**src/rtl/tfla_pkg.sv**
```systemverilog
// Shared types, codes and constants of the ticket-ordered lane arbiter.
package tfla_pkg;

   localparam int SLOTS_DEFAULT = 8;

   localparam int CMD_W   = 3;
   localparam int IDENT_W = 32;
   localparam int INDEX_W = 8;
   localparam int RC_W    = 3;
   localparam int WAIT_W  = 4;

   localparam logic [CMD_W-1:0] CMD_REQUEST  = 3'd0;
   localparam logic [CMD_W-1:0] CMD_ACQUIRE  = 3'd1;
   localparam logic [CMD_W-1:0] CMD_WITHDRAW = 3'd2;
   localparam logic [CMD_W-1:0] CMD_RELEASE  = 3'd3;
   localparam logic [CMD_W-1:0] CMD_STATUS   = 3'd4;

   localparam logic [RC_W-1:0] RC_OK        = 3'd0;
   localparam logic [RC_W-1:0] RC_INVALID   = 3'd1;
   localparam logic [RC_W-1:0] RC_FULL      = 3'd2;
   localparam logic [RC_W-1:0] RC_EXHAUSTED = 3'd3;
   localparam logic [RC_W-1:0] RC_REFUSED   = 3'd4;

   typedef struct packed {
      logic [CMD_W-1:0]   command;
      logic [IDENT_W-1:0] token_identity;
      logic [INDEX_W-1:0] token_index;
   } req_type;

   typedef struct packed {
      logic [RC_W-1:0]    result_code;
      logic [IDENT_W-1:0] granted_identity;
      logic [INDEX_W-1:0] granted_slot;
      logic               ticket_wrapped;
      logic [IDENT_W-1:0] holder_identity;
      logic [WAIT_W-1:0]  waiting_count;
   } rsp_type;

endpackage

```
**src/rtl/tfla_ram.sv**
```systemverilog
// Generic single-write, single-read RAM with registered read data.
module tfla_ram #(
   parameter int WIDTH = 32,
   parameter int DEPTH = 8,
   localparam int AddrW = (DEPTH > 1) ? $clog2(DEPTH) : 1
) (
   input  logic             clock,
   input  logic             wr_en,
   input  logic [AddrW-1:0] wr_addr,
   input  logic [WIDTH-1:0] wr_data,
   input  logic [AddrW-1:0] rd_addr,
   output logic [WIDTH-1:0] rd_data
);

   logic [WIDTH-1:0] mem [DEPTH];
   logic [WIDTH-1:0] rd_data_ff;

   always_ff @(posedge clock) begin
      if (wr_en) begin
         mem[wr_addr] <= wr_data;
      end
      rd_data_ff <= mem[rd_addr];
   end

   assign rd_data = rd_data_ff;

endmodule

```
**src/rtl/ticket_fifo_lane_arbiter.sv**
```systemverilog
// Ticket-ordered arbiter for one shared lane: top level with slot sequencer.
// Sequencing: invalid/blank-check failures answer in the cycle after the beat; request
//   scans for a free slot, one slot a cycle; acquire, withdraw and release read the
//   slot and compare, and acquire then scans all slots for an older one; status scans all.
// Throughput: one beat at a time; busy stays high until rsp_strobe; receiver cannot stall.
// Reset: all slots free, ticket counter one, no holder, rsp_strobe low.
module ticket_fifo_lane_arbiter #(
   parameter int SLOTS = tfla_pkg::SLOTS_DEFAULT
) (
   input  logic              clock,
   input  logic              reset,
   input  logic              start,
   output logic              busy,
   input  tfla_pkg::req_type req_payload,
   output logic              rsp_strobe,
   output tfla_pkg::rsp_type rsp_payload
);

   localparam int SlotIdxW = (SLOTS > 1) ? $clog2(SLOTS) : 1;
   localparam logic [SlotIdxW-1:0] LastSlot = SlotIdxW'(SLOTS - 1);
   localparam logic [tfla_pkg::INDEX_W-1:0] SlotsLimit = tfla_pkg::INDEX_W'(SLOTS);

   typedef enum logic [4:0] {
      ST_IDLE  = 5'b00001,
      ST_FREE  = 5'b00010,
      ST_LOOK  = 5'b00100,
      ST_CHECK = 5'b01000,
      ST_SCAN  = 5'b10000
   } state_type;

   state_type                        state_ff, state_in;
   logic [tfla_pkg::CMD_W-1:0]       cmd_ff, cmd_in;
   logic [tfla_pkg::IDENT_W-1:0]     ident_ff, ident_in;
   logic [tfla_pkg::INDEX_W-1:0]     idx_ff, idx_in;
   logic [SlotIdxW-1:0]              cnt_ff, cnt_in;
   logic                             issuing_ff, issuing_in;
   logic                             rd_live_ff, rd_live_in;
   logic [SlotIdxW-1:0]              rd_idx_ff, rd_idx_in;
   logic                             rd_last_ff, rd_last_in;
   logic                             older_ff, older_in;
   logic [tfla_pkg::IDENT_W-1:0]     act_ff, act_in;
   logic [tfla_pkg::WAIT_W-1:0]      wait_ff, wait_in;
   logic [SLOTS-1:0]                 valid_ff, valid_in;
   logic [tfla_pkg::IDENT_W-1:0]     ticket_ff, ticket_in;
   logic                             holder_valid_ff, holder_valid_in;
   logic [SlotIdxW-1:0]              holder_slot_ff, holder_slot_in;
   logic                             rsp_strobe_ff, rsp_strobe_in;
   tfla_pkg::rsp_type                rsp_ff, rsp_in;

   logic                             ram_we;
   logic [SlotIdxW-1:0]              ram_raddr;
   logic [tfla_pkg::IDENT_W-1:0]     ram_rdata;
   logic                             cmp_eq, cmp_lt;
   logic [SlotIdxW-1:0]              idx_slot;
   logic                             exact, is_hold, rd_valid, finish;
   logic [tfla_pkg::RC_W-1:0]        rc;
   logic [tfla_pkg::IDENT_W-1:0]     g_id;
   logic [tfla_pkg::INDEX_W-1:0]     g_slot;

   tfla_ram #(
      .WIDTH (tfla_pkg::IDENT_W),
      .DEPTH (SLOTS)
   ) u_slot_ram (
      .clock   (clock),
      .wr_en   (ram_we),
      .wr_addr (cnt_ff),
      .wr_data (ticket_ff),
      .rd_addr (ram_raddr),
      .rd_data (ram_rdata)
   );

   // shared comparator: stored identity against the token identity
   assign cmp_eq = (ram_rdata == ident_ff);
   assign cmp_lt = (ram_rdata < ident_ff);

   assign idx_slot = idx_ff[SlotIdxW-1:0];
   assign exact    = valid_ff[idx_slot] && cmp_eq;
   assign is_hold  = holder_valid_ff && (holder_slot_ff == idx_slot);
   assign rd_valid = valid_ff[rd_idx_ff];

   always_comb begin
      state_in        = state_ff;
      cmd_in          = cmd_ff;
      ident_in        = ident_ff;
      idx_in          = idx_ff;
      cnt_in          = cnt_ff;
      issuing_in      = 1'b0;
      rd_live_in      = 1'b0;
      rd_idx_in       = cnt_ff;
      rd_last_in      = 1'b0;
      older_in        = older_ff;
      act_in          = act_ff;
      wait_in         = wait_ff;
      valid_in        = valid_ff;
      ticket_in       = ticket_ff;
      holder_valid_in = holder_valid_ff;
      holder_slot_in  = holder_slot_ff;
      ram_we          = 1'b0;
      ram_raddr       = cnt_ff;
      finish          = 1'b0;
      rc              = tfla_pkg::RC_INVALID;
      g_id            = '0;
      g_slot          = '0;

      unique case (state_ff)
         ST_IDLE: begin
            if (start) begin
               cmd_in   = req_payload.command;
               ident_in = req_payload.token_identity;
               idx_in   = req_payload.token_index;
               cnt_in   = '0;
               older_in = 1'b0;
               act_in   = '0;
               wait_in  = '0;
               unique case (req_payload.command)
                  tfla_pkg::CMD_REQUEST: begin
                     if (req_payload.token_identity != '0 || req_payload.token_index != '0) begin
                        finish = 1'b1;
                        rc     = tfla_pkg::RC_INVALID;
                     end else if (ticket_ff == '0) begin
                        finish = 1'b1;
                        rc     = tfla_pkg::RC_EXHAUSTED;
                     end else begin
                        state_in = ST_FREE;
                     end
                  end
                  tfla_pkg::CMD_ACQUIRE, tfla_pkg::CMD_WITHDRAW,
                  tfla_pkg::CMD_RELEASE: begin
                     if (req_payload.token_identity == '0 ||
                         req_payload.token_index >= SlotsLimit) begin
                        finish = 1'b1;
                        rc     = tfla_pkg::RC_REFUSED;
                     end else begin
                        state_in = ST_LOOK;
                     end
                  end
                  tfla_pkg::CMD_STATUS: begin
                     state_in   = ST_SCAN;
                     issuing_in = 1'b1;
                  end
                  default: begin
                     finish = 1'b1;
                     rc     = tfla_pkg::RC_INVALID;
                  end
               endcase
            end
         end
         ST_FREE: begin
            if (!valid_ff[cnt_ff]) begin
               ram_we           = 1'b1;
               valid_in[cnt_ff] = 1'b1;
               ticket_in        = ticket_ff + 1'b1;
               finish           = 1'b1;
               rc               = tfla_pkg::RC_OK;
               g_id             = ticket_ff;
               g_slot           = tfla_pkg::INDEX_W'(cnt_ff);
               state_in         = ST_IDLE;
            end else if (cnt_ff == LastSlot) begin
               finish   = 1'b1;
               rc       = tfla_pkg::RC_FULL;
               state_in = ST_IDLE;
            end else begin
               cnt_in = cnt_ff + 1'b1;
            end
         end
         ST_LOOK: begin
            ram_raddr = idx_slot;
            state_in  = ST_CHECK;
         end
         ST_CHECK: begin
            state_in = ST_IDLE;
            finish   = 1'b1;
            rc       = tfla_pkg::RC_REFUSED;
            unique case (cmd_ff)
               tfla_pkg::CMD_ACQUIRE: begin
                  if (exact && holder_valid_ff) begin
                     if (is_hold) begin
                        rc = tfla_pkg::RC_OK;
                     end
                  end else if (exact) begin
                     finish     = 1'b0;
                     state_in   = ST_SCAN;
                     issuing_in = 1'b1;
                  end
               end
               tfla_pkg::CMD_WITHDRAW: begin
                  if (exact && !is_hold) begin
                     valid_in[idx_slot] = 1'b0;
                     rc                 = tfla_pkg::RC_OK;
                  end
               end
               tfla_pkg::CMD_RELEASE: begin
                  if (exact && is_hold) begin
                     valid_in[idx_slot] = 1'b0;
                     holder_valid_in    = 1'b0;
                     rc                 = tfla_pkg::RC_OK;
                  end
               end
               default: begin
                  rc = tfla_pkg::RC_REFUSED;
               end
            endcase
         end
         ST_SCAN: begin
            // read issue runs one slot ahead of the compare
            if (issuing_ff) begin
               rd_live_in = 1'b1;
               rd_idx_in  = cnt_ff;
               rd_last_in = (cnt_ff == LastSlot);
               issuing_in = (cnt_ff != LastSlot);
               cnt_in     = cnt_ff + 1'b1;
            end
            if (rd_live_ff && rd_valid) begin
               if (cmd_ff == tfla_pkg::CMD_STATUS) begin
                  if (holder_valid_ff && holder_slot_ff == rd_idx_ff) begin
                     act_in = ram_rdata;
                  end else begin
                     wait_in = wait_ff + 1'b1;
                  end
               end else if (cmp_lt) begin
                  older_in = 1'b1;
               end
            end
            if (rd_live_ff && rd_last_ff) begin
               state_in = ST_IDLE;
               finish   = 1'b1;
               if (cmd_ff == tfla_pkg::CMD_STATUS) begin
                  rc = tfla_pkg::RC_OK;
               end else if (!older_in) begin
                  holder_valid_in = 1'b1;
                  holder_slot_in  = idx_slot;
                  rc              = tfla_pkg::RC_OK;
               end else begin
                  rc = tfla_pkg::RC_REFUSED;
               end
            end
         end
         default: begin
            state_in = ST_IDLE;
         end
      endcase

      rsp_strobe_in              = finish;
      rsp_in.result_code         = rc;
      rsp_in.granted_identity    = g_id;
      rsp_in.granted_slot        = g_slot;
      rsp_in.ticket_wrapped      = (ticket_in == '0);
      rsp_in.holder_identity     = '0;
      rsp_in.waiting_count       = '0;
      if (cmd_ff == tfla_pkg::CMD_STATUS && state_ff == ST_SCAN) begin
         rsp_in.holder_identity = act_in;
         rsp_in.waiting_count   = wait_in;
      end
   end

   always_ff @(posedge clock) begin
      if (reset) begin
         state_ff        <= ST_IDLE;
         issuing_ff      <= 1'b0;
         rd_live_ff      <= 1'b0;
         valid_ff        <= '0;
         ticket_ff       <= tfla_pkg::IDENT_W'(1);
         holder_valid_ff <= 1'b0;
         holder_slot_ff  <= '0;
         rsp_strobe_ff   <= 1'b0;
      end else begin
         state_ff        <= state_in;
         issuing_ff      <= issuing_in;
         rd_live_ff      <= rd_live_in;
         valid_ff        <= valid_in;
         ticket_ff       <= ticket_in;
         holder_valid_ff <= holder_valid_in;
         holder_slot_ff  <= holder_slot_in;
         rsp_strobe_ff   <= rsp_strobe_in;
      end
      cmd_ff     <= cmd_in;
      ident_ff   <= ident_in;
      idx_ff     <= idx_in;
      cnt_ff     <= cnt_in;
      rd_idx_ff  <= rd_idx_in;
      rd_last_ff <= rd_last_in;
      older_ff   <= older_in;
      act_ff     <= act_in;
      wait_ff    <= wait_in;
      rsp_ff     <= rsp_in;
   end

   assign busy        = (state_ff != ST_IDLE);
   assign rsp_strobe  = rsp_strobe_ff;
   assign rsp_payload = rsp_ff;

   a_beat_progress: assert property (@(posedge clock) disable iff (reset)
      (start && !busy) |=> (rsp_strobe || busy))
      else $error("accepted beat neither answered nor in progress");

   a_holder_occupied: assert property (@(posedge clock) disable iff (reset)
      holder_valid_ff |-> valid_ff[holder_slot_ff])
      else $error("active holder slot is free");

   a_exhausted_sticky: assert property (@(posedge clock) disable iff (reset)
      (ticket_ff == '0) |=> (ticket_ff == '0))
      else $error("ticket counter left exhausted state");

endmodule
```
**config.mk**
```make
export PLATFORM = sky130hd
export DESIGN_NAME = ticket_fifo_lane_arbiter
export DESIGN_NICKNAME = d
export VERILOG_FILES = /design/src/rtl/tfla_pkg.sv /design/src/rtl/tfla_ram.sv /design/src/rtl/ticket_fifo_lane_arbiter.sv
export SDC_FILE = /design/constraint.sdc
export NUM_CORES = 1
export LEC_CHECK = 0
export ABC_CLOCK_PERIOD_IN_PS = 6100
export BUFFER_PORTS_ARGS = -buffer_cell sky130_fd_sc_hd__buf_2
export CORE_ASPECT_RATIO = 0.6
export CORE_UTILIZATION = 45
export DETAILED_ROUTE_END_ITERATION = 7
export PLACE_DENSITY = 0.59
export SLEW_MARGIN = 10
export SYNTH_ARGS = -nofsm -noshare
export SYNTH_HDL_FRONTEND = slang
export SYNTH_SLANG_ARGS = --single-unit
```
**constraint.sdc**
```tcl
create_clock -name clock -period 6.1 [get_ports clock]
set_clock_uncertainty 0.15 [all_clocks]
set_input_delay 0.305 -clock clock [delete_from_list [all_inputs] [get_ports clock]]
set_output_delay 0.305 -clock clock [all_outputs]
set_load 0.02 [all_outputs]
```
* Word-level counts from Yosys, hierarchy flattened
Memories as Yosys holds them, arrays and structs flattened. A register that Yosys moved wholly into a read port is not among the register bits. Cells that the tools add are included.
Storage, ports and cells: bits in registers 214, RAM bits 256, input bits 46, output and inout bits 82, word-level logic and storage cells 211, memories 1
Cells by class: add/sub/neg operators 3, $lt $le $gt $ge 7, eq/ne operators 37, muxes and demuxes 97, bitwise gates (word level) 7, reduce and logical (&&, ||, !) cells 35
Memory list:
- u_slot_ram.mem | words 8, width 32, read ports 1, clocked after Yosys merged registers in 1, write ports 1, line tfla_ram.sv:15 | logic [WIDTH-1:0] mem [DEPTH];
Operator list (count):
- $mux 32 | 6
- $logic_not 32->1 | 3
- $pmux 32 s2 | 1
- $mux 5 | 10
- $mux 3 | 14
- $mux 1 | 36
- $add 32x1->32 const B | 1
- $eq 32x32->1 | 1
- $lt 32x32->1 | 1
- $pmux 8 s2 | 2
- $reduce_bool 32->1 | 1
- $pmux 5 s5 | 1
- $mux 8 | 3
- $ne 3x3->1 const B | 7
- $ne 2x2->1 const B | 10
- $pmux 3 s3 | 2
- $mux 4 | 4
- $pmux 5 s3 | 1
- $eq 3x2->1 const B | 4
- $lt 3x4->1 const B | 3
- $pmux 3 s4 | 1
- $logic_and 1x1->1 | 11
- $reduce_and 5->1 | 2
- $bmux 1 s3 | 3
- 38 further kinds | 58

* Logic depth before layout (Yosys ltp)
word-level depth 9, depth in mapped cells 10, mapped depth without buffers 9

* Modules after synthesis
From an unflattened synthesis, not the netlist that was laid out.
Unflattened totals: cell total of the unflattened synthesis 1326, area, all modules 19612.6 sq um
By module, submodules not included:
- tfla_ram | instances 1, cells an instance 415, area an instance 10466.3 sq um, sequential area each 8328.0 sq um
- ticket_fifo_lane_arbiter | instances 1, cells an instance 911, area an instance 9146.3 sq um, sequential area each 4604.4 sq um

* Least setup slack after synthesis
Ideal clock, no wire load.
kind register -> register, start point reg cnt_ff[0], end point mem u_slot_ram.mem[2][0], enable pin, setup time 463 ps, arrival time 3890 ps, required time 5487 ps, setup slack 1597 ps, cell stages (with the launch flop) 8, path buffers 3, clock period less this slack 4503 ps, cell sequence edfxtp_1 -> buf_6 -> mux2i_1 -> o22ai_2 -> or3_1 -> buf_2 -> clkbuf_1 -> nor3_1
On the way: cells in the longest elaborated chain, start to end 6
RTL lines:
- start, declared | line ticket_fifo_lane_arbiter.sv:35 | logic [SlotIdxW-1:0] cnt_ff, cnt_in;
- start signal, assigned | line ticket_fifo_lane_arbiter.sv:279 | cnt_ff <= cnt_in;
- $bmux 1 s3 | line ticket_fifo_lane_arbiter.sv:149 | if (!valid_ff[cnt_ff]) begin
- $mux 1 (not written as such) | line ticket_fifo_lane_arbiter.sv:149
- $mux 1 | line ticket_fifo_lane_arbiter.sv:149
- $mux 1 | line ticket_fifo_lane_arbiter.sv:105 | unique case (state_ff)
- $mux 1 | line tfla_ram.sv:19 | if (wr_en) begin
- $mux 1 (not written as such) | line tfla_ram.sv:20 | mem[wr_addr] <= wr_data;
- end, declared | line tfla_ram.sv:15
Parallel ways exist; a longest one is shown, timed or not. The select of a mux whose other input is x is not followed.

* Worst setup path in the final report
start point reg cnt_ff[0], end point mem u_slot_ram.mem[4][3], enable pin
The elaborated chain is that of the path after synthesis.

==> reports/qor.csv <==
metric;value;unit
status;finished clean;
cts hold-fix bufs;39;
WP data arrival;4.10;ns
Least-Margin Pin Slew;1.16;ns
wire length per cell;22.5;um
final setup TNS;0;ns
Layout area overhead;16.4;%
pwr dens;307;nW/um2
crit path kind;reg -> reg;
number of global-route vias before repair;12000;
Setup-failing EPs final;0;
fin cells;2153;
Pwr Total;7.01;mW
clk root buf;clkbuf_16;
post-synth top area cell;edfxtp_1;
cts bufs inserted;45;
total iterations of the first detailed-routing run;5;
fin nets;1629;
Required @ worst endpoint;6.19;ns
CTS HTree Levels;2;
die height;164;um
final instance area;22800;um2
Cells after Synth;1389;
gr usage total;22.1;%
Core Area;42400;um2
Netlist cell types;71;
Hold Path Class;in -> reg;
cell row count;58;
Seq cells post-synth;497;
crit path capture type;flop;
clock-pin transition on the worst setup and hold timing paths;0.07;ns
Ports;128;
initial antenna violation count;0;
initial DRC count;1090;
I/O Buffers;122;
RSZ-0062 raised after global routing;no;
first-pass GRT wire length;73900;um
CTS tree;yes;
post-route ant nets;0;
final clock period utilization by the worst path;65.7;%
share of the yosys chip area belonging to registers;66.0;%
Detailed Route WL;48400;um
Highest Clock Rate;249;MHz
cts repair resizes;0;
Placer Congestion;0.905;
min Tclk post-route;4.01;ns
Max-slew headroom;22.2;%
residual overflow from global routing;0;
Placed Area;20800;um2
DRC Markers;0;
synth warn;0;
Max-Cap Viols;0;
Post-DP HPWL;31300;um
Slew Viols, Final;0;
die width;271;um
final core utilization;53.8;%
Post-Synthesis Cell Area;19600;um2
Max FO, Critical Path;23;
Critical Path Source Type;flop;
EDFF count, synth;298;
Ant. Diodes;0;
die footprint;44400;um2
leakage;8.30;nW
Post-CTS Setup Repair Bufs;0;
synthesized area per cell;14.1;um2
Fin. Hold Viols;0;
largest net degree at the start of global routing;65;
Cells after DPL;2030;
Async SR Flop Fraction;0;%
VDD IR max;207;uV
layout cell share with drive strength beyond 1;21.9;%
routed via count;12200;
ys flop type;edfxtp_1;
share of the synthesized area in the top cell type;45.7;%
initial core utilization;46.2;%
top cells by area, synth;edfxtp_1 (46%), dfxtp_1 (20%), mux4_2 (7.7%), ha_1 (2.4%), nand2_1 (2.2%);
clock buffer depth;3;
clk sinks;497;
later-pin clock latency in the skew report;0.57;ns
Vias/cell;5.68;
flop-to-flop setup slack;2.09;ns
-- metrics by stage --
| stage | setup WS (ns) | hold WS (ns) |
|---|---|---|
| after floorplan | 1.60 | 0.249 |
| after global placement | 2.22 | 0.304 |
| after detailed placement | 2.12 | 0.299 |
| after CTS | 2.09 | 0.0117 |
| after global routing | 1.88 | 0.0356 |
| final | 2.09 | 0.0330 |
-- logic make-up (layout without fill, tap and decap cells) --
family / Yosys count / in the layout / synth area share, %
AOI/OAI and AO/OA: 181 / 181 / 6.32
xor gates and xnor gates: 40 / 40 / 1.79
adders and majority gates: 37 / 37 / 2.36
buffers and inverters: 127 / 317 / 2.72
DFF: 497 / 497 / 66.0
muxes: 117 / 117 / 10.5
other: 1 / 5 / 0.0191
and+or+nand+nor: 389 / 389 / 10.3
-- report_power, final --
part           internal [mW]  switching [mW]  total, mW
sequential              3.59          0.0533       3.64
combinational          0.180           0.203      0.383
clock                   1.75            1.24       2.99
total                   5.52            1.49       7.01
-- worst paths after layout --
kind,startpoint,end,depth (start not counted)
worst min-delay path,start,state_ff[0],3
worst min register to register,act_ff[13],rsp_payload[17],2
worst max register to register,cnt_ff[0],u_slot_ram.mem[4][3],7
worst max-delay path,cnt_ff[0],u_slot_ram.mem[4][3],7
-- synthesized netlist by cell type (13+ instances only) --
| master | count |
|---|---|
| inv_1 | 52 |
| buf_2 | 18 |
| nor4_1 | 21 |
| nand2_1 | 117 |
| a21oi_1 | 59 |
| and2_1 | 34 |
| dfxtp_1 | 199 |
| a21o_1 | 13 |
| nand4_1 | 26 |
| clkbuf_1 | 47 |
| xor2_1 | 15 |
| xnor2_1 | 25 |
| o21ai_0 | 18 |
| mux4_2 | 67 |
| ha_1 | 37 |
| edfxtp_1 | 298 |
| nor3_1 | 16 |
| mux2_2 | 37 |
| a22o_1 | 33 |
| nor2_1 | 76 |
| nand3_1 | 26 |
-- state kept, by name, indices dropped and copies added, names as in the netlist --
signal / cells
state_ff: 5
wait_ff: 4
ticket_ff: 32
idx_ff: 3
rd_last_ff: 1
rsp_payload: 75
u_slot_ram.mem: 256
issuing_ff: 1
act_ff: 32
holder_slot_ff: 3
u_slot_ram.rd_data: 32
cnt_ff: 3
ident_ff: 32
rsp_strobe: 1
rd_live_ff: 1
older_ff: 1
valid_ff: 8
rd_idx_ff: 3
cmd_ff: 3
holder_valid_ff: 1
-- layout by cell type, fill, tap and decap left out, drive strengths merged, types with 16 or more instances in the layout --
cell type    count
nor2            76
dlygate4sd3     39
clkbuf          60
a22o            33
and2            34
xnor2           25
mux2            39
edfxtp         298
ha              37
nor3            18
o21ai           20
dfxtp          199
clkinv          16
nand3           27
inv             55
nand2          118
nor4            23
a21oi           59
buf            142
mux4            67
nand4           27
-- critical path, cell delays in order (launching register included) --
cell and delay, ns:
edfxtp_1 0.71, mux2i_1 0.37, o22ai_2 0.22, or3_1 0.78, nor2_1 0.29, nand2_1 0.11, inv_1 0.66, buf_4 0.38
-- layout make-up --
type                    instances  area [um2]
clock buffers                  60        1330
clock inverters                24         254
fillers                      3509       19600
inverters                      52         195
multi-input cells             769        6210
flip-flops and latches        497       12900
well taps                     570         713
repair buffers                181        1160
-- per-layer routing --
metal | wire [um] | part of all wire, % | up-vias | GRT usage (%)
li1 | - | - | 5507 | -
met1 | 23200 | 48 | 6180 | 33.9
met2 | 20700 | 43 | 475 | 32.1
met3 | 3850 | 8.0 | 58 | 4.72
met4 | 648 | 1.3 | 0 | 4.85
met5 | 0 | 0 | - | 0.110
Note: power is estimated with default switching activity, not from simulation.
